$ cat config.mk
export PLATFORM = sky130hd
export DESIGN_NAME = process_slot_table_round_robin
export DESIGN_NICKNAME = d
export VERILOG_FILES = /design/src/rtl/pst_pkg.sv /design/src/rtl/pst_ram.sv /design/src/rtl/process_slot_table_round_robin.sv
export VERILOG_INCLUDE_DIRS = /design/src /design/src/rtl
export SDC_FILE = /design/constraint.sdc
export NUM_CORES = 1
export LEC_CHECK = 0
export BUFFER_PORTS_ARGS = -buffer_cell sky130_fd_sc_hd__buf_2
export CAP_MARGIN = 0
export CORE_MARGIN = 10
export CORE_UTILIZATION = 25
export CTS_CLUSTER_SIZE = 12
export DETAILED_ROUTE_END_ITERATION = 12
export GPL_TIMING_DRIVEN = 1
export PLACE_DENSITY = 0.49
export SKIP_CTS_REPAIR_TIMING = 1
export SLEW_MARGIN = 20
export SYNTH_ARGS = -nofsm -noshare
export SYNTH_HDL_FRONTEND = slang
export SYNTH_SLANG_ARGS = --single-unit
$ cat constraint.sdc
create_clock -name clk -period 2.9 [get_ports clk]
set_input_delay 0.435 -clock clk [delete_from_list [all_inputs] [get_ports clk]]
set_output_delay 0.435 -clock clk [all_outputs]
set_load 0.01 [all_outputs]
$ cat src/rtl/process_slot_table_round_robin_macros.svh
// ----------------------------------------------------------------------------
// Slot table assertion macros
// Shared concurrent assertion forms, clocked on clk, disabled in reset.
// ----------------------------------------------------------------------------
`ifndef PROCESS_SLOT_TABLE_ROUND_ROBIN_MACROS_SVH
`define PROCESS_SLOT_TABLE_ROUND_ROBIN_MACROS_SVH

// condition holds at every edge out of reset
`define PST_ASSERT_ALWAYS(lbl, cond, msg) \
  lbl: assert property (@(posedge clk) disable iff (!rst_n) (cond)) else $error(msg);

// antecedent this cycle implies consequent next cycle
`define PST_ASSERT_NEXT(lbl, ante, cons, msg) \
  lbl: assert property (@(posedge clk) disable iff (!rst_n) (ante) |=> (cons)) \
    else $error(msg);

// antecedent implies consequent in the same cycle
`define PST_ASSERT_SAME(lbl, ante, cons, msg) \
  lbl: assert property (@(posedge clk) disable iff (!rst_n) (ante) |-> (cons)) \
    else $error(msg);

`endif

$ cat src/rtl/pst_pkg.sv
// ----------------------------------------------------------------------------
// Slot table package
// Request and result types, request and status codes, slot states.
// ----------------------------------------------------------------------------
`default_nettype none

package pst_pkg;

  localparam int SLOTS_DEF = 16;
  localparam int SLOT_FW   = 4;

  typedef enum logic [1:0] {
    REQ_CREATE    = 2'd0,
    REQ_REMOVE    = 2'd1,
    REQ_SCHED     = 2'd2,
    REQ_HAS_CHILD = 2'd3
  } req_t;

  typedef enum logic [1:0] {
    STS_OK       = 2'd0,
    STS_FULL     = 2'd1,
    STS_NOT_USED = 2'd2
  } sts_t;

  typedef enum logic [1:0] {
    ST_EMPTY   = 2'd0,
    ST_RUNNING = 2'd1,
    ST_ZOMBIE  = 2'd2
  } slot_st_t;

  typedef struct packed {
    logic [1:0]         req_type;
    logic [SLOT_FW-1:0] slot_id;
  } pst_in_t;

  typedef struct packed {
    logic [1:0]         status;
    logic [SLOT_FW-1:0] slot_out;
    logic [SLOT_FW-1:0] prev_slot;
    logic               flag;
  } pst_out_t;

endpackage

`default_nettype wire

$ cat src/rtl/pst_ram.sv
// ----------------------------------------------------------------------------
// Generic RAM
// One write port, one read port, read data registered.
// ----------------------------------------------------------------------------
`default_nettype none

module pst_ram #(
  parameter int WIDTH = 8,
  parameter int DEPTH = 16
) (
  input  wire logic                     clk,
  input  wire logic                     we,
  input  wire logic [$clog2(DEPTH)-1:0] waddr,
  input  wire logic [WIDTH-1:0]         wdata,
  input  wire logic                     re,
  input  wire logic [$clog2(DEPTH)-1:0] raddr,
  output logic      [WIDTH-1:0]         rdata
);

  logic [WIDTH-1:0] mem [DEPTH];

  always_ff @(posedge clk) begin
    if (we) begin
      mem[waddr] <= wdata;
    end
    if (re) begin
      rdata <= mem[raddr];
    end
  end

endmodule

`default_nettype wire

$ cat src/rtl/process_slot_table_round_robin.sv
// ----------------------------------------------------------------------------
// Task slot table with round-robin scheduling
// Channels: in (valid/stall) carries one request {req_type, slot_id};
// out (valid/stall) returns exactly one result {status, slot_out, prev_slot,
// flag} per request, in request order. No configuration port.
// Slot state and parent sit in one RAM word per slot, read one slot a cycle
// from the registered RAM port; per-slot valid flops mark entries written.
// A request walks the table one slot per cycle starting at its scan start,
// pipelined behind the RAM read. Create stops at the first slot not running,
// schedule at the first running slot, has-child at the first child, remove
// reads one slot. A full-table create or a bad remove id skips the scan.
// One request is in flight at a time; in_stall stays high until its result
// has been loaded into the output register.
// Reset: all slots empty, current slot, allocation pointer and running count
// zero, output empty. The RAM needs no clearing pass.
// A stalled out holds its result; the finished next result waits until the
// output register frees up.
// ----------------------------------------------------------------------------
`default_nettype none
`include "process_slot_table_round_robin_macros.svh"

module process_slot_table_round_robin #(
  parameter int SLOTS = pst_pkg::SLOTS_DEF
) (
  input  wire logic             clk,
  input  wire logic             rst_n,
  input  wire logic             in_valid,
  output logic                  in_stall,
  input  wire pst_pkg::pst_in_t in_data,
  output logic                  out_valid,
  input  wire logic             out_stall,
  output pst_pkg::pst_out_t     out_data
);

  import pst_pkg::*;

  localparam int IW = $clog2(SLOTS);
  localparam int CW = $clog2(SLOTS + 1);
  localparam int EW = IW + 2;
  localparam int XW = IW + SLOT_FW;

  typedef enum logic [1:0] {
    S_IDLE,
    S_SCAN,
    S_DONE
  } state_t;

  state_t          state_r;
  req_t            op_r;
  logic [SLOT_FW-1:0] id_r;
  logic [IW-1:0]   iss_idx_r;
  logic [IW-1:0]   iss_cnt_r;
  logic            iss_done_r;
  logic            pend_r;
  logic [IW-1:0]   pend_idx_r;
  logic            pend_last_r;
  logic [IW-1:0]   cur_r;
  logic [IW-1:0]   alloc_r;
  logic [CW-1:0]   cnt_r;
  logic [SLOTS-1:0] vld_r;
  pst_out_t        res_r;
  pst_out_t        out_r;
  logic            out_valid_r;

  logic            rd_en;
  logic [EW-1:0]   rd_data;
  slot_st_t        ent_st;
  logic [IW-1:0]   ent_par;
  logic            chk;
  logic            hit;
  logic            finish;
  logic            last_issue;
  logic [IW-1:0]   lim;
  logic            mem_we;
  logic [EW-1:0]   mem_wdata;
  logic            out_free;
  logic            in_xfer;
  logic            load_out;
  logic            sched_hit;
  logic [IW-1:0]   start_idx;
  logic            start_skip;
  pst_out_t        start_res;
  pst_out_t        scan_res;

  function automatic logic [IW-1:0] nxt_idx(input logic [IW-1:0] i);
    nxt_idx = (i == IW'(SLOTS - 1)) ? '0 : i + 1'b1;
  endfunction

  pst_ram #(
    .WIDTH(EW),
    .DEPTH(SLOTS)
  ) u_slot_ram (
    .clk  (clk),
    .we   (mem_we),
    .waddr(pend_idx_r),
    .wdata(mem_wdata),
    .re   (rd_en),
    .raddr(iss_idx_r),
    .rdata(rd_data)
  );

  assign in_stall  = (state_r != S_IDLE);
  assign in_xfer   = in_valid && !in_stall;
  assign out_valid = out_valid_r;
  assign out_data  = out_r;
  assign out_free  = !out_valid_r || !out_stall;
  assign load_out  = (state_r == S_DONE) && out_free;

  assign rd_en   = (state_r == S_SCAN) && !iss_done_r;
  assign ent_st  = vld_r[pend_idx_r] ? slot_st_t'(rd_data[EW-1:IW]) : ST_EMPTY;
  assign ent_par = rd_data[IW-1:0];
  assign chk     = (state_r == S_SCAN) && pend_r;

  always_comb begin
    case (op_r)
      REQ_CREATE:    hit = (ent_st != ST_RUNNING);
      REQ_REMOVE:    hit = 1'b1;
      REQ_SCHED:     hit = (ent_st == ST_RUNNING);
      REQ_HAS_CHILD: hit = (ent_st != ST_EMPTY) && (XW'(ent_par) == XW'(id_r));
      default:       hit = 1'b0;
    endcase
  end

  assign finish     = chk && (hit || pend_last_r);
  assign sched_hit  = chk && (op_r == REQ_SCHED) && hit;
  assign lim        = (op_r == REQ_HAS_CHILD) ? IW'(SLOTS - 2) : IW'(SLOTS - 1);
  assign last_issue = (op_r == REQ_REMOVE) || (iss_cnt_r == lim);

  assign mem_we = chk && (((op_r == REQ_CREATE) && hit) ||
                          ((op_r == REQ_REMOVE) && (ent_st == ST_RUNNING)));
  assign mem_wdata = (op_r == REQ_CREATE) ? {ST_RUNNING, cur_r} : {ST_ZOMBIE, ent_par};

  // scan start and early result of a new request
  always_comb begin
    start_idx  = '0;
    start_skip = 1'b0;
    start_res  = '0;
    case (req_t'(in_data.req_type))
      REQ_CREATE: begin
        start_idx = alloc_r;
        if (cnt_r >= CW'(SLOTS)) begin
          start_skip       = 1'b1;
          start_res.status = STS_FULL;
        end
      end
      REQ_REMOVE: begin
        start_idx = IW'(in_data.slot_id);
        if (XW'(in_data.slot_id) >= XW'(SLOTS)) begin
          start_skip       = 1'b1;
          start_res.status = STS_NOT_USED;
        end
      end
      REQ_SCHED:     start_idx = nxt_idx(cur_r);
      REQ_HAS_CHILD: start_idx = IW'(1);
      default:       start_idx = '0;
    endcase
  end

  // result at the end of a scan
  always_comb begin
    scan_res = '0;
    case (op_r)
      REQ_CREATE: begin
        if (hit) begin
          scan_res.slot_out = SLOT_FW'(pend_idx_r);
        end else begin
          scan_res.status = STS_FULL;
        end
      end
      REQ_REMOVE: begin
        if (ent_st == ST_EMPTY) begin
          scan_res.status = STS_NOT_USED;
        end
      end
      REQ_SCHED: begin
        scan_res.prev_slot = SLOT_FW'(cur_r);
        scan_res.slot_out  = hit ? SLOT_FW'(pend_idx_r) : SLOT_FW'(cur_r);
        scan_res.flag      = hit && (pend_idx_r != cur_r);
      end
      REQ_HAS_CHILD: scan_res.flag = hit;
      default: ;
    endcase
  end

  always_ff @(posedge clk) begin
    if (!rst_n) begin
      state_r     <= S_IDLE;
      iss_done_r  <= 1'b0;
      pend_r      <= 1'b0;
      cur_r       <= '0;
      alloc_r     <= '0;
      cnt_r       <= '0;
      vld_r       <= '0;
      out_valid_r <= 1'b0;
    end else begin
      if (load_out) begin
        out_r       <= res_r;
        out_valid_r <= 1'b1;
      end else if (!out_stall) begin
        out_valid_r <= 1'b0;
      end
      case (state_r)
        S_IDLE: begin
          if (in_xfer) begin
            op_r       <= req_t'(in_data.req_type);
            id_r       <= in_data.slot_id;
            iss_idx_r  <= start_idx;
            iss_cnt_r  <= '0;
            iss_done_r <= 1'b0;
            pend_r     <= 1'b0;
            res_r      <= start_res;
            state_r    <= start_skip ? S_DONE : S_SCAN;
          end
        end
        S_SCAN: begin
          pend_r <= rd_en && !finish;
          if (rd_en) begin
            pend_idx_r  <= iss_idx_r;
            pend_last_r <= last_issue;
            iss_idx_r   <= nxt_idx(iss_idx_r);
            iss_cnt_r   <= iss_cnt_r + 1'b1;
            if (last_issue) begin
              iss_done_r <= 1'b1;
            end
          end
          if (finish) begin
            res_r   <= scan_res;
            state_r <= S_DONE;
            case (op_r)
              REQ_CREATE: begin
                if (hit) begin
                  vld_r[pend_idx_r] <= 1'b1;
                  cnt_r             <= cnt_r + 1'b1;
                  alloc_r           <= nxt_idx(pend_idx_r);
                end
              end
              REQ_REMOVE: begin
                if ((ent_st == ST_RUNNING) && (cnt_r != '0)) begin
                  cnt_r <= cnt_r - 1'b1;
                end
              end
              REQ_SCHED: begin
                if (hit) begin
                  cur_r <= pend_idx_r;
                end
              end
              default: ;
            endcase
          end
        end
        S_DONE: begin
          if (out_free) begin
            state_r <= S_IDLE;
          end
        end
        default: state_r <= S_IDLE;
      endcase
    end
  end

  `PST_ASSERT_NEXT(a_busy_after_xfer, in_xfer, in_stall, "block not busy after transfer")
  `PST_ASSERT_ALWAYS(a_count_range, cnt_r <= CW'(SLOTS), "running count above slot count")
  `PST_ASSERT_ALWAYS(a_cur_range, cur_r <= IW'(SLOTS - 1), "current slot out of range")
  `PST_ASSERT_ALWAYS(a_alloc_range, alloc_r <= IW'(SLOTS - 1), "alloc pointer out of range")
  `PST_ASSERT_SAME(a_sched_needs_running, sched_hit, cnt_r != '0, "running slot, zero count")
  `PST_ASSERT_NEXT(a_done_loads_out, load_out, out_valid_r && (state_r == S_IDLE), "result not loaded")

endmodule

`default_nettype wire
-- After elaboration in Yosys (flattened, before gate mapping)
Memory sizes are Yosys's and may differ from the RTL's. A register that Yosys moved wholly into a read port is not among the register bits.
Index checks and enable logic that the tools add are counted.
- add/subtract/negate cells: 6
- multipliers: 0
- divide/modulo/power cells: 0
- magnitude comparators: 3
- equality and inequality tests: 24
- shifts and indexed selects: 0
- muxes and demuxes: 50
- bitwise operators: 1
- reduce and logical (&&, ||, !) cells: 42
- operator list (cell ; count):
    $mux W4 ; 10
    $pmux W4 S2 ; 3
    $mux W11 ; 2
    $pmux W11 S2 ; 1
    $add A4 B1 Y4 const B ; 4
    $or A16 B16 Y16 ; 1
    $pmux W4 S4 ; 1
    $reduce_and A4 Y1 ; 4
    $mux W1 ; 15
    $logic_and A1 B1 Y1 ; 13
    $eq A4 B4 Y1 const B ; 3
    $mux W2 ; 6
    $ne A2 B2 Y1 const B ; 6
    $reduce_and A3 Y1 ; 4
    $eq A2 B2 Y1 const B ; 5
    $mux W5 ; 2
    $pmux W5 S2 ; 1
    $eq A2 B1 Y1 const B ; 4
    $eq A4 B4 Y1 ; 2
    $logic_not A2 Y1 ; 4
    $reduce_bool A2 Y1 ; 4
    $mux W6 ; 1
    $ne A2 B1 Y1 const B ; 3
    $pmux W1 S2 ; 3
    16 further kinds ; 24
- flip-flop bits (word level): 75
- bits in latches: 0
- memory bits (writable): 96
- bits in read-only memories: 0
- input port bits: 10
- output and inout port bits: 13
- word-level logic and storage cells: 149
- memories kept: 1
- memories (name ; words ; width ; rd ports ; clocked after memory_dff ; write ports ; RTL line ; source):
    u_slot_ram.mem ; 16 ; 6 ; 1 ; 1 ; 1 ; pst_ram.sv:20 ; logic [WIDTH-1:0] mem [DEPTH];

-- Depth between registers and ports, before layout
Gate-level depths: netlist (run 1).
- word-level depth: 11
- gate-level depth with buffers: 9
- mapped depth without buffers: 9

-- By module
A second synthesis (run 1) with hierarchy kept.
- cell total of the unflattened synthesis: 535
- area, all modules: 7778.7 µm²
- modules (own cells, without submodules) (module ; instances ; cells an instance ; area an instance (µm²) ; sequential area each (µm²)):
    pst_ram ; 1 ; 178 ; 3955.0 ; 3062.9
    process_slot_table_round_robin ; 1 ; 357 ; 3823.7 ; 1911.8

-- Worst setup path before layout (run 1)
OpenSTA, ideal clock, no wires.
- kind: reg2reg
- start: register pend_idx_r[0]
- end: memory u_slot_ram.mem[15][0] (netlist name), enable pin
- setup time: 0.350 ns
- data arrival time: 2.335 ns
- required time: 2.550 ns
- path slack: 0.215 ns
- stages on the path, launching flop included: 8
- path buffers: 1
- period minus slack after synthesis: 2.685 ns
- cell sequence: edfxtp_1 buf_6 mux4_1 mux2i_4 o22ai_2 xor2_1 or3_1 nor2_1
- cells in the longest elaborated chain, start to end: 11
- elaborated cells on any way between the ends: 14
- those cells by class: 2 x eq/ne; 6 x mux; 6 x reduce/logical
- RTL lines (item ; RTL line ; source):
    from (decl) ; process_slot_table_round_robin.sv:55 ; logic [IW-1:0] pend_idx_r;
    from (signal assigned) ; process_slot_table_round_robin.sv:218 ; pend_idx_r <= iss_idx_r;
    $bmux W1 S4 ; process_slot_table_round_robin.sv:110 ; assign ent_st = vld_r[pend_idx_r] ? slot_st_t'(rd_data[EW-1:IW]) : ST_EMPTY;
    $mux W1 (not written as such) ; process_slot_table_round_robin.sv:110 ;
    $mux W2 ; process_slot_table_round_robin.sv:110 ;
    $reduce_bool A2 Y1 ; process_slot_table_round_robin.sv:119 ; REQ_HAS_CHILD: hit = (ent_st != ST_EMPTY) && (XW'(ent_par) == XW'(id_r));
    $logic_and A1 B1 Y1 ; process_slot_table_round_robin.sv:119 ;
    $pmux W1 S4 ; process_slot_table_round_robin.sv:115 ; case (op_r)
    $logic_and A1 B1 Y1 ; process_slot_table_round_robin.sv:129 ; assign mem_we = chk && (((op_r == REQ_CREATE) && hit) ||
    $logic_or A1 B1 Y1 ; process_slot_table_round_robin.sv:129 ;
    $logic_and A1 B1 Y1 ; process_slot_table_round_robin.sv:129 ;
    $mux W1 ; pst_ram.sv:23 ; if (we) begin
    $mux W1 (not written as such) ; pst_ram.sv:24 ; mem[waddr] <= wdata;
    to (decl) ; pst_ram.sv:20 ;
Parallel ways exist; a longest one is shown, timed or not. The select of a mux whose other input is x is not followed.

-- Final worst setup path (run 1)
- start: register pend_idx_r[3]
- end: memory u_slot_ram.mem[4][1] (netlist name), enable pin
Same word-level chain as after synthesis.

==> qor.log, run 1 <==
INFO  timing         period_minus_slack=2.72ns
INFO  drt            avgViaCountPerCell=4.53
INFO  status         outcome=completed
INFO  yosys          mappedNetlistNets=589
INFO  worst_setup_path critPathCaptureType=flop
INFO  pwr            totalPowerFinal=0.00672W
INFO  timing         maxClockFrequency=367MHz
INFO  worst_setup_path worst_r2r_endpoint=u_slot_ram.mem[4][1]$_DFFE_PP_
INFO  floorplanning  die_height=197um
INFO  floorplanning  core=30700um^2
INFO  timing         worst_clock_skew=0.0136ns
INFO  place          gp_congestion=0.803
INFO  floorplanning  rows=64
INFO  clocking       clock_tree_from_tritoncts=done
INFO  drt            firstDrtPassIters=7
INFO  clocking       clkSinkCount=177
INFO  clocking       tritoncts.num_buffers=17
INFO  yosys          post_synth_most_frequent_cells=sky130_fd_sc_hd__edfxtp_1 (143), sky130_fd_sc_hd__nor2_1 (50), sky130_fd_sc_hd__mux2i_1 (40)
INFO  global_route   gr-usage-all-layers=9.77%
INFO  drt            detail_route.wirelength=18600um
INFO  global_route   grt_antenna_before_repair=0
INFO  pwr            switching_power=0.00204W
INFO  worst_setup_path crit_path_start=pend_idx_r[3]$_DFFE_PP_
INFO  clocking       cts_htree_levels=4
INFO  worst_setup_path timing.critical_path.from_type=flop
INFO  worst_setup_path worst_ep_required_time=3.00ns
INFO  timing         rsz0062_at_grt=false
INFO  timing         slew_headroom=59.3%
INFO  floorplanning  io_pins=23
INFO  timing         finalMaxSlewViolations=0
INFO  worst_setup_path worst-r2r-cell-count=7
INFO  pwr            pwr-share-clk=32.3%
INFO  timing         finalHoldViolations=0
INFO  worst_setup_path worstPathMaxFanout=12
INFO  timing         timing.setup.tns=0ns
INFO  floorplanning  die-width=197um
INFO  timing         tightestPinTransition=0.610ns
INFO  yosys          number_of_warnings_printed_during_yosys_synthesis=0
INFO  drt            route.vias.total=4587
INFO  yosys          number_of_distinct_library_cell_variants_in_the_gate_level_netlist_after_synthesis=60
INFO  pwr            switching_share=30.3%
INFO  hold_path      hp-class=input pin to flop
INFO  yosys          mappedNetlistArea=7790um^2
INFO  yosys          synthesis.area_per_instance=13.7um^2
INFO  yosys          synth-edff-count=143
INFO  timing         setup-violations-final=0
INFO  pwr            leakage_dissipation=3.20nW
INFO  yosys          synthMostInstantiatedCell=sky130_fd_sc_hd__edfxtp_1
INFO  yosys          ys.flop_type=sky130_fd_sc_hd__edfxtp_1
INFO  yosys          postSynthCellCount=568
INFO  finish         diodes=0
INFO  floorplanning  floorplan.initialDensity=25.4%
INFO  clocking       register_clock_pin_slew_on_the_reported_worst_setup_and_hold_paths=0.07ns
INFO  pwr            power_share_of_the_combinational_group=20.3%
INFO  worst_setup_path launch_instance_of_the_worst_register_to_register_path=pend_idx_r[3]$_DFFE_PP_
INFO  worst_setup_path setup.reg_to_reg.worst_slack=0.18ns
INFO  global_route   gr-total-overflow=0
INFO  global_route   global_route_wire_length_before_repair=28800um
INFO  finish         n_fill_cell=3085
INFO  finish         final_net_count=625
INFO  place          hpwlAfterDp=12800um
INFO  yosys          yosysTopAreaCell=sky130_fd_sc_hd__edfxtp_1
INFO  pwr            power_report.internal_total=0.00468W
INFO  worst_setup_path last_element_of_the_critical_path=u_slot_ram.mem[4][1]$_DFFE_PP_
INFO  yosys          synth_top_cells_by_area=sky130_fd_sc_hd__edfxtp_1 (55%), sky130_fd_sc_hd__dfxtp_1 (8.7%), sky130_fd_sc_hd__mux2i_1 (5.1%)
INFO  pwr            seq_power_share=47.4%
INFO  clocking       root_buffer=sky130_fd_sc_hd__clkbuf_16
INFO  pwr            power.density_cell_area=746nW/um^2
INFO  yosys          postSynth.asyncResetShare=0%
INFO  global_route   grt_pass1_vias=4633
INFO  yosys          yosysSeqAreaShare=63.9%
INFO  worst_setup_path worst-setup-path-type=flop to flop
INFO  finish         area_growth=15.7%
INFO  yosys          synth_seq_cells=177
INFO  run            drv_cap=0
INFO  clocking       cts_buffer_depth=2
INFO  worst_setup_path cp_data_arrival_time=2.82ns
INFO  global_route   pin_count_of_the_biggest_net_entering_global_routing=42
INFO  place          placement.io_buffers=22
INFO  pwr            vdd_ir_drop_max=409uV
INFO  drt            drtAntennaViolNets=0
INFO  finish         layout-drive-gt1-share=18.2%
INFO  floorplanning  dieArea=38600um^2
INFO  yosys          netlist.area_leader.share=55.1%
INFO  timing         fin_crit_sh=93.9%
INFO  clocking       worstSkewPairLatency=0.43ns
INFO  drt            drt_iter0_markers=325
INFO  drt            drc_errors=0
INFO  drt            average_wire_length_per_cell_after_detail_routing=18.3um
## cell families (layout without fill, tap and decap cells)
| group | after synthesis | count (layout) | share of synthesized area (%) |
|---|---|---|---|
| compound gates | 97 | 97 | 8.37 |
| xor+xnor | 18 | 18 | 2.02 |
| fa+ha+maj | 11 | 11 | 1.86 |
| buf+inv | 50 | 99 | 2.91 |
| flops | 177 | 177 | 63.9 |
| mux | 66 | 66 | 11.7 |
| simple gates | 149 | 149 | 9.25 |
## worst min-delay path by stage
stage | from | endpoint | cells after the start
after floorplan | res_r[0]$_SDFFCE_PN0P_ | out_data[0]$_DFFE_PP_ | 0
after global placement | res_r[0]$_SDFFCE_PN0P_ | out_data[0]$_DFFE_PP_ | 0
after detailed placement | res_r[1]$_SDFFCE_PN0P_ | out_data[1]$_DFFE_PP_ | 0
after CTS | in_data[2] | id_r[2]$_DFFE_PP_ | 1
after global routing | in_data[0] | id_r[0]$_DFFE_PP_ | 1
final | in_data[2] | id_r[2]$_DFFE_PP_ | 1
## critical path, cell delays in order, from the launching register on
cell and delay, ns:
sky130_fd_sc_hd__edfxtp_1 0.54, sky130_fd_sc_hd__mux2i_1 0.17, sky130_fd_sc_hd__mux4_2 0.56, sky130_fd_sc_hd__o22ai_2 0.26
sky130_fd_sc_hd__xor2_1 0.13, sky130_fd_sc_hd__nor3_2 0.12, sky130_fd_sc_hd__buf_4 0.22, sky130_fd_sc_hd__and3_1 0.38
## metrics by stage
step           cells  worst slack [ns]  cell area [um^2]  util (%)  hold slack (ns)
2_1_floorplan    568             0.215              7790         -            0.400
3_3_place_gp     981             0.232              8460      27.6            0.404
3_5_place_dp     981             0.176              8460      27.6            0.405
4_1_cts         1013             0.180              9010      29.4            0.188
5_1_grt         1013            0.0260              9010      29.4            0.189
6_report        1013             0.177              9010      29.4            0.202
## power by group through the flow
stage                     logic [W]  clock network [W]  registers [W]
final                       0.00136            0.00217        0.00319
after global routing        0.00150            0.00233        0.00321
after CTS                   0.00139            0.00222        0.00319
after detailed placement    0.00139                  0        0.00325
after global placement      0.00139                  0        0.00325
after floorplan            0.000911                  0        0.00319
## registers in the layout, indices dropped and copies added (netlist names)
register / count
u_slot_ram.rdata: 6
op_r: 2
res_r: 11
iss_cnt_r: 4
out_valid: 1
out_data: 11
iss_idx_r: 4
id_r: 4
state_r: 2
pend_r: 1
alloc_r: 4
pend_last_r: 1
iss_done_r: 1
u_slot_ram.mem: 96
cnt_r: 5
pend_idx_r: 4
vld_r: 16
cur_r: 4
## layout by cell type, fill, tap and decap left out, drive strengths merged, types with 4 or more instances in the layout
cell,synthesis,layout
a21oi,34,34
xor2,7,7
nor3,5,5
xnor2,11,11
dfxtp,34,34
nand3,14,14
ha,10,10
clkinv,1,6
a22oi,6,6
mux2,8,8
o21ai,20,20
nor3b,6,6
nor2b,6,6
buf,10,50
edfxtp,143,143
o21a,7,7
a221oi,6,6
nor2,50,50
and2,4,4
nand2,34,34
mux2i,41,41
mux4,17,17
clkbuf,23,17
clkinvlp,0,4
nand2b,4,4
inv,16,22
and3,14,14
## area by class of cell
type | instances | area, um^2 | share of cell area [%]
inverter | 17 | 63.8 | 0.708
sequential | 177 | 4970 | 55.2
clock inverter | 15 | 130 | 1.44
clock buffer | 17 | 425 | 4.72
timing repair buffer | 50 | 333 | 3.69
multi-input combinational | 341 | 2590 | 28.7
tap | 396 | 495 | 5.50
## metal layers
metal | track usage (%) | wire length (um) | part of all wire (%) | up-vias
li1 | - | - | - | 2203
met1 | 12.6 | 8360 | 45 | 2244
met2 | 16.2 | 9150 | 49 | 121
met3 | 1.90 | 815 | 4.4 | 19
met4 | 3.03 | 259 | 1.4 | 0
met5 | 0 | 0 | 0 | -
No activity file was read; power rests on OpenSTA's default activity.
==> run 2, diff against run 1 <==
--- a/config.mk
+++ b/config.mk
@@ -13,7 +13,7 @@
 export CTS_CLUSTER_SIZE = 12
 export DETAILED_ROUTE_END_ITERATION = 12
 export GPL_TIMING_DRIVEN = 1
-export PLACE_DENSITY = 0.49
+export PLACE_DENSITY = 0.35
 export SKIP_CTS_REPAIR_TIMING = 1
 export SLEW_MARGIN = 20
 export SYNTH_ARGS = -nofsm -noshare
==> constraint.sdc (replaced) <==
create_clock -name clk -period 3.3 [get_ports clk]
set_input_delay 0.495 -clock clk [delete_from_list [all_inputs] [get_ports clk]]
set_output_delay 0.495 -clock clk [all_outputs]
set_load 0.01 [all_outputs]
==> run 2 against run 1 <==
Largest cell class unchanged. First-iteration DRC count is 1.2% higher. Setup slack gained 0.19 ns. Utilization decreased by 0.17 points. Combinational power shrank 15%. Critical path type unchanged. Total power fell by 11%. Sequential share of layout area increased by 0.32 points.
==> qor.log, run 2 (synthesis results as in run 1) <==
INFO  status         outcome=completed [unchanged]
INFO  timing         finalMaxSlewViolations=0 [unchanged]
INFO  worst_setup_path worst_ep_required_time=3.38ns [was 3.00 ns]
INFO  timing         period_minus_slack=2.93ns [was 2.72 ns]
INFO  worst_setup_path worstPathBufferInverterCount=1 [unchanged]
INFO  worst_setup_path worstPathMaxFanout=6 [was 12]
INFO  pwr            leakage_dissipation=3.17nW [was 3.20 nW]
INFO  place          gp_congestion=0.765 [was 0.803]
INFO  finish         area_growth=15.0% [was 15.7%]
INFO  pwr            totalPowerFinal=0.00596W [was 0.00672 W]
INFO  floorplanning  rows=64 [unchanged]
INFO  hold_path      hp-class=input pin to flop [unchanged]
INFO  timing         finalHoldViolations=0 [unchanged]
INFO  finish         registers.top_by_ff_count=u_slot_ram.mem [unchanged]
INFO  run            drv_cap=0 [unchanged]
INFO  pwr            vdd_ir_drop_max=379uV [was 409 uV]
INFO  timing         maxClockFrequency=341MHz [was 367 MHz]
INFO  finish         most_common_cell_after_layout_fill_and_taps_aside=sky130_fd_sc_hd__edfxtp_1 [unchanged]
INFO  global_route   grt_pass1_vias=4832 [was 4633]
INFO  clocking       root_buffer=sky130_fd_sc_hd__clkbuf_16 [unchanged]
INFO  timing         tightestPinTransition=0.743ns [was 0.610 ns]
INFO  global_route   gr-total-overflow=0 [unchanged]
INFO  clocking       clkSinkCount=177 [unchanged]
INFO  finish         reg.largest.list=u_slot_ram.mem: 96 flops, vld_r: 16 flops [unchanged]
INFO  pwr            power.density_cell_area=665nW/um^2 [was 746 nW/um^2]
INFO  finish         layout.cells.most_common_list=sky130_fd_sc_hd__edfxtp_1 (143), sky130_fd_sc_hd__nor2_1 (50), sky130_fd_sc_hd__mux2i_1 (40) [unchanged]
INFO  floorplanning  die_height=197um [unchanged]
INFO  finish         post-route-cell-area=8960um^2 [was 9010 um^2]
INFO  finish         diodes=0 [unchanged]
INFO  floorplanning  dieArea=38600um^2 [unchanged]
INFO  clocking       cts_htree_levels=4 [unchanged]
INFO  drt            avgViaCountPerCell=4.62 [was 4.53]
INFO  worst_setup_path crit_chain=inv_1, mux4_2, o22ai_2, xor2_1, or3_1, nor2_1 [was mux2i_1, mux4_2, o22ai_2, xor2_1, nor3_2, buf_4, and3_1]
INFO  place          hpwlAfterDp=14500um [was 12800 um]
INFO  worst_setup_path worst-setup-path-type=flop to flop [unchanged]
INFO  finish         utilization=29.2% [was 29.4%]
INFO  finish         layout-drive-gt1-share=17.0% [was 18.2%]
INFO  finish         largest_reg_flops=96 [unchanged]
INFO  drt            firstDrtPassIters=4 [was 7]
INFO  global_route   pin_count_of_the_biggest_net_entering_global_routing=31 [was 42]
INFO  floorplanning  floorplan.initialDensity=25.4% [unchanged]
INFO  worst_setup_path cp_data_arrival_time=3.01ns [was 2.82 ns]
INFO  timing         timing.setup.tns=0ns [unchanged]
INFO  clocking       cts_buffer_depth=2 [unchanged]
INFO  timing         rsz0062_at_grt=false [unchanged]
INFO  clocking       tritoncts.num_buffers=17 [unchanged]
INFO  drt            drtAntennaViolNets=0 [unchanged]
INFO  worst_setup_path critPathCaptureType=flop [unchanged]
INFO  place          placed_area=8390um^2 [was 8460 um^2]
INFO  floorplanning  die-width=197um [unchanged]
INFO  worst_setup_path cp_slowest_cell=sky130_fd_sc_hd__mux4_2 [unchanged]
INFO  global_route   global_route_wire_length_before_repair=31500um [was 28800 um]
INFO  clocking       clock_tree_from_tritoncts=done [unchanged]
INFO  global_route   gr-usage-all-layers=10.8% [was 9.77%]
INFO  clocking       worstSkewPairLatency=0.44ns [was 0.43 ns]
INFO  floorplanning  core=30700um^2 [unchanged]
INFO  timing         setup-violations-final=0 [unchanged]
INFO  timing         worst_clock_skew=0.0158ns [was 0.0136 ns]
INFO  drt            detail_route.wirelength=20700um [was 18600 um]
INFO  timing         slew_headroom=50.4% [was 59.3%]
INFO  drt            drt_iter0_markers=329 [was 325]
INFO  floorplanning  io_pins=23 [unchanged]
INFO  worst_setup_path worst_path_dominant_cell_family=simple AND/OR/NAND/NOR gates [was multiplexers]
INFO  timing         fin_crit_sh=88.9% [was 93.9%]
INFO  global_route   grt_antenna_before_repair=0 [unchanged]
INFO  place          placement.io_buffers=22 [unchanged]
INFO  drt            drc_errors=0 [unchanged]
INFO  drt            average_wire_length_per_cell_after_detail_routing=20.5um [was 18.3 um]
INFO  worst_setup_path timing.critical_path.from_type=flop [unchanged]
INFO  worst_setup_path critical_path.max_stage_delay=0.61ns [was 0.56 ns]
INFO  clocking       register_clock_pin_slew_on_the_reported_worst_setup_and_hold_paths=0.07ns [about the same]
INFO  finish         final_net_count=618 [was 625]
INFO  drt            route.vias.total=4652 [was 4587]
## run 2: power by group
group          switching, W  internal, W
Clock              0.000963     0.000998
Combinational      0.000744     0.000417
Sequential         0.000154      0.00268
Total               0.00186      0.00410
## run 2: cell type report
class,instances,area (um^2)
Clock inverter,15,144
Multi-Input combinational cell,341,2590
Tap cell,396,495
Fill cell,3067,21700
Inverter,17,63.8
Sequential cell,177,4970
Clock buffer,17,425
Timing Repair Buffer,43,268
## run 2: path summary, 6_finish.rpt
| check | startpoint | endpoint | slack, ns | cells past startpoint |
|---|---|---|---|---|
| worst max register to register | pend_idx_r[0]$_DFFE_PP_ | u_slot_ram.mem[14][4]$_DFFE_PP_ | 0.37 | 6 |
| worst min register to register | res_r[2]$_SDFFCE_PN0P_ | out_data[2]$_DFFE_PP_ | 0.41 | 0 |
| worst max-delay path | pend_idx_r[0]$_DFFE_PP_ | u_slot_ram.mem[14][4]$_DFFE_PP_ | 0.37 | 6 |
| worst min-delay path | in_data[1] | id_r[1]$_DFFE_PP_ | 0.26 | 1 |
## run 2: stage by stage
step	instances	worst slack (ns)	hold slack, ns
floorplan	568	0.615	0.400
global placement	974	0.430	0.410
detailed placement	974	0.325	0.405
CTS	1006	0.309	0.244
global route	1006	0.153	0.255
finish	1006	0.367	0.258
## run 2: per-layer routing
| metal | part of all wire (%) | vias to the layer above | GRT usage [%] |
|---|---|---|---|
| met2 | 47 | 66 | 17.0 |
| li1 | - | 2193 | - |
| met1 | 49 | 2376 | 14.9 |
| met4 | 1.1 | 0 | 3.11 |
| met3 | 2.5 | 17 | 2.02 |
| met5 | 0 | - | 0 |
==> run 3, diff against run 2 <==
--- a/config.mk
+++ b/config.mk
@@ -9,11 +9,12 @@
 export BUFFER_PORTS_ARGS = -buffer_cell sky130_fd_sc_hd__buf_2
 export CAP_MARGIN = 0
 export CORE_MARGIN = 10
-export CORE_UTILIZATION = 25
+export CORE_UTILIZATION = 35
+export CTS_BUF_LIST = sky130_fd_sc_hd__clkbuf_8
 export CTS_CLUSTER_SIZE = 12
 export DETAILED_ROUTE_END_ITERATION = 12
 export GPL_TIMING_DRIVEN = 1
-export PLACE_DENSITY = 0.35
+export PLACE_DENSITY = 0.46
 export SKIP_CTS_REPAIR_TIMING = 1
 export SLEW_MARGIN = 20
 export SYNTH_ARGS = -nofsm -noshare
==> run 3 against run 2 <==
Utilization is 10 points higher. Sequential share of layout area is 2.0 points higher. Register-to-register slack worse by 0.11 ns. Hold slack worse by 0.035 ns. Combinational power hardly changed. Die area is 26% lower. Cell count is 12% lower. Clock power is 19% lower. First-iteration DRC count is 12% lower. Sequential power hardly changed. Final area is 3.5% lower. Critical endpoint is now u_slot_ram.mem[14][2]$_DFFE_PP_.
==> qor.log, run 3 (synthesis results as in run 1) <==
INFO  floorplanning  dieArea=28600um^2 [was 38600 um^2]
INFO  finish         area_growth=11.0% [was 15.0%]
INFO  drt            route.vias.total=4645 [was 4652]
INFO  place          gp_congestion=0.774 [was 0.765]
INFO  global_route   grt_antenna_before_repair=0 [unchanged]
INFO  timing         setup-violations-final=0 [unchanged]
INFO  worst_setup_path critPathCaptureType=flop [unchanged]
INFO  pwr            power.density_cell_area=642nW/um^2 [was 665 nW/um^2]
INFO  floorplanning  core=21900um^2 [was 30700 um^2]
INFO  pwr            seq_power_share=51.0% [was 47.6%]
INFO  finish         largest_reg_flops=96 [unchanged]
INFO  global_route   grt_pass1_vias=4580 [was 4832]
INFO  drt            avgViaCountPerCell=5.27 [was 4.62]
INFO  pwr            power_share_of_the_combinational_group=20.3% [was 19.5%]
INFO  pwr            vdd_ir_drop_max=230uV [was 379 uV]
INFO  floorplanning  floorplan.initialDensity=35.6% [was 25.4%]
INFO  timing         fin_crit_sh=92.3% [was 88.9%]
INFO  floorplanning  die-width=169um [was 197 um]
INFO  finish         n_fill_cell=2068 [was 3067]
INFO  timing         finalMaxSlewViolations=0 [unchanged]
INFO  timing         finalHoldViolations=0 [unchanged]
INFO  floorplanning  io_pins=23 [unchanged]
INFO  place          placed_area=8200um^2 [was 8390 um^2]
INFO  worst_setup_path worstPathMaxFanout=12 [was 6]
INFO  clocking       worstSkewPairLatency=0.47ns [was 0.44 ns]
INFO  pwr            power_report.internal_total=0.00371W [was 0.00410 W]
INFO  timing         rsz0062_at_grt=false [unchanged]
INFO  worst_setup_path worst-setup-path-type=flop to flop [unchanged]
INFO  pwr            switching_power=0.00184W [was 0.00186 W]
INFO  finish         registers.top_by_ff_count=u_slot_ram.mem [unchanged]
INFO  drt            drc_errors=0 [unchanged]
INFO  timing         maxClockFrequency=328MHz [was 341 MHz]
INFO  finish         post-route-cell-area=8650um^2 [was 8960 um^2]
INFO  finish         layout.cells.most_common_list=sky130_fd_sc_hd__edfxtp_1 (143), sky130_fd_sc_hd__nor2_1 (50), sky130_fd_sc_hd__mux2i_1 (40) [unchanged]
INFO  status         outcome=completed [unchanged]
INFO  global_route   global_route_wire_length_before_repair=28400um [was 31500 um]
INFO  worst_setup_path worst_ep_required_time=3.40ns [was 3.38 ns]
INFO  timing         timing.setup.tns=0ns [unchanged]
INFO  clocking       register_clock_pin_slew_on_the_reported_worst_setup_and_hold_paths=0.11ns [was 0.07 ns]
INFO  place          hpwlAfterDp=12800um [was 14500 um]
INFO  drt            detail_route.wirelength=18200um [was 20700 um]
INFO  timing         worst_clock_skew=0.0193ns [was 0.0158 ns]
INFO  finish         utilization=39.5% [was 29.2%]
INFO  drt            firstDrtPassIters=5 [was 4]
INFO  place          placement.io_buffers=22 [unchanged]
INFO  timing         slew_headroom=40.3% [was 50.4%]
INFO  finish         reg.largest.list=u_slot_ram.mem: 96 flops, vld_r: 16 flops [unchanged]
INFO  drt            drtAntennaViolNets=0 [unchanged]
INFO  floorplanning  die_height=169um [was 197 um]
INFO  worst_setup_path cp_data_arrival_time=3.15ns [was 3.01 ns]
INFO  pwr            switching_share=33.2% [was 31.2%]
INFO  global_route   gr-total-overflow=0 [unchanged]
INFO  global_route   pin_count_of_the_biggest_net_entering_global_routing=35 [was 31]
INFO  drt            average_wire_length_per_cell_after_detail_routing=20.7um [was 20.5 um]
INFO  global_route   gr-usage-all-layers=13.0% [was 10.8%]
INFO  clocking       cts_buffer_depth=2 [unchanged]
INFO  finish         diodes=0 [unchanged]
INFO  finish         most_common_cell_after_layout_fill_and_taps_aside=sky130_fd_sc_hd__edfxtp_1 [unchanged]
INFO  worst_setup_path timing.critical_path.from_type=flop [unchanged]
INFO  timing         period_minus_slack=3.04ns [was 2.93 ns]
INFO  floorplanning  rows=54 [was 64]
INFO  clocking       cts_htree_levels=4 [unchanged]
INFO  pwr            leakage_dissipation=3.08nW [was 3.17 nW]
INFO  drt            drt_iter0_markers=289 [was 329]
INFO  clocking       tritoncts.num_buffers=17 [unchanged]
INFO  timing         tightestPinTransition=0.894ns [was 0.743 ns]
INFO  pwr            pwr-share-clk=28.7% [was 32.9%]
INFO  clocking       clkSinkCount=177 [unchanged]
INFO  hold_path      hp-class=input pin to flop [unchanged]
INFO  timing         worst_case_hold_slack=0.223ns [was 0.258 ns]
INFO  clocking       root_buffer=sky130_fd_sc_hd__clkbuf_8 [was sky130_fd_sc_hd__clkbuf_16]
INFO  finish         final_net_count=610 [was 618]
INFO  clocking       clock_tree_from_tritoncts=done [unchanged]
INFO  finish         layout-drive-gt1-share=16.1% [was 17.0%]
INFO  run            drv_cap=0 [unchanged]
run 3: worst paths after layout:
check / endpoint / depth (start not counted) / from / slack, ns
max: u_slot_ram.mem[14][2]$_DFFE_PP_ / 6 / pend_idx_r[3]$_DFFE_PP_ / 0.26
min: id_r[0]$_DFFE_PP_ / 1 / in_data[0] / 0.22
max reg2reg: u_slot_ram.mem[14][2]$_DFFE_PP_ / 6 / pend_idx_r[3]$_DFFE_PP_ / 0.26
min reg2reg: out_data[7]$_DFFE_PP_ / 0 / res_r[7]$_SDFFCE_PN0P_ / 0.43
run 3: final cells by class:
class                   instances  area [um^2]  share of cell area [%]
clock buffers                  17          234                    2.71
clock inverters                15          216                    2.50
inverters                      17         63.8                   0.738
multi-input cells             341         2590                    29.9
flip-flops and latches        177         4970                    57.5
well taps                     280          350                    4.05
repair buffers                 35          220                    2.55
run 3: power by group through the flow:
stage	registers [W]	logic, W	clock network [W]
after floorplan	0.00280	0.000801	0
after CTS	0.00283	0.00114	0.00165
after detailed placement	0.00288	0.00114	0
after global routing	0.00285	0.00124	0.00175
after global placement	0.00288	0.00114	0
final	0.00283	0.00113	0.00159
run 3: through the flow:
step	setup WS (ns)	power (W)	instances
6_report	0.255	0.00555	882
3_3_place_gp	0.352	0.00402	850
3_5_place_dp	0.273	0.00402	850
4_1_cts	0.257	0.00562	882
2_1_floorplan	0.615	0.00360	568
5_1_grt	0.0242	0.00585	882
run 3: layer usage:
metal  wire length [um]  vias up  GRT usage [%]
met3                851       13           3.36
met2               8730      117           20.3
met4                167        0           3.41
met1               8480     2330           17.5
li1                   -     2185              -
met5                  0        -              0
run 3: critical path, cell delays in order, from the launching register on:
cell and delay, ns:
sky130_fd_sc_hd__edfxtp_1 0.60, sky130_fd_sc_hd__mux2i_1 0.19, sky130_fd_sc_hd__mux4_2 0.56, sky130_fd_sc_hd__o22ai_2 0.30
sky130_fd_sc_hd__xor2_1 0.14, sky130_fd_sc_hd__or3_1 0.42, sky130_fd_sc_hd__nor2_1 0.47
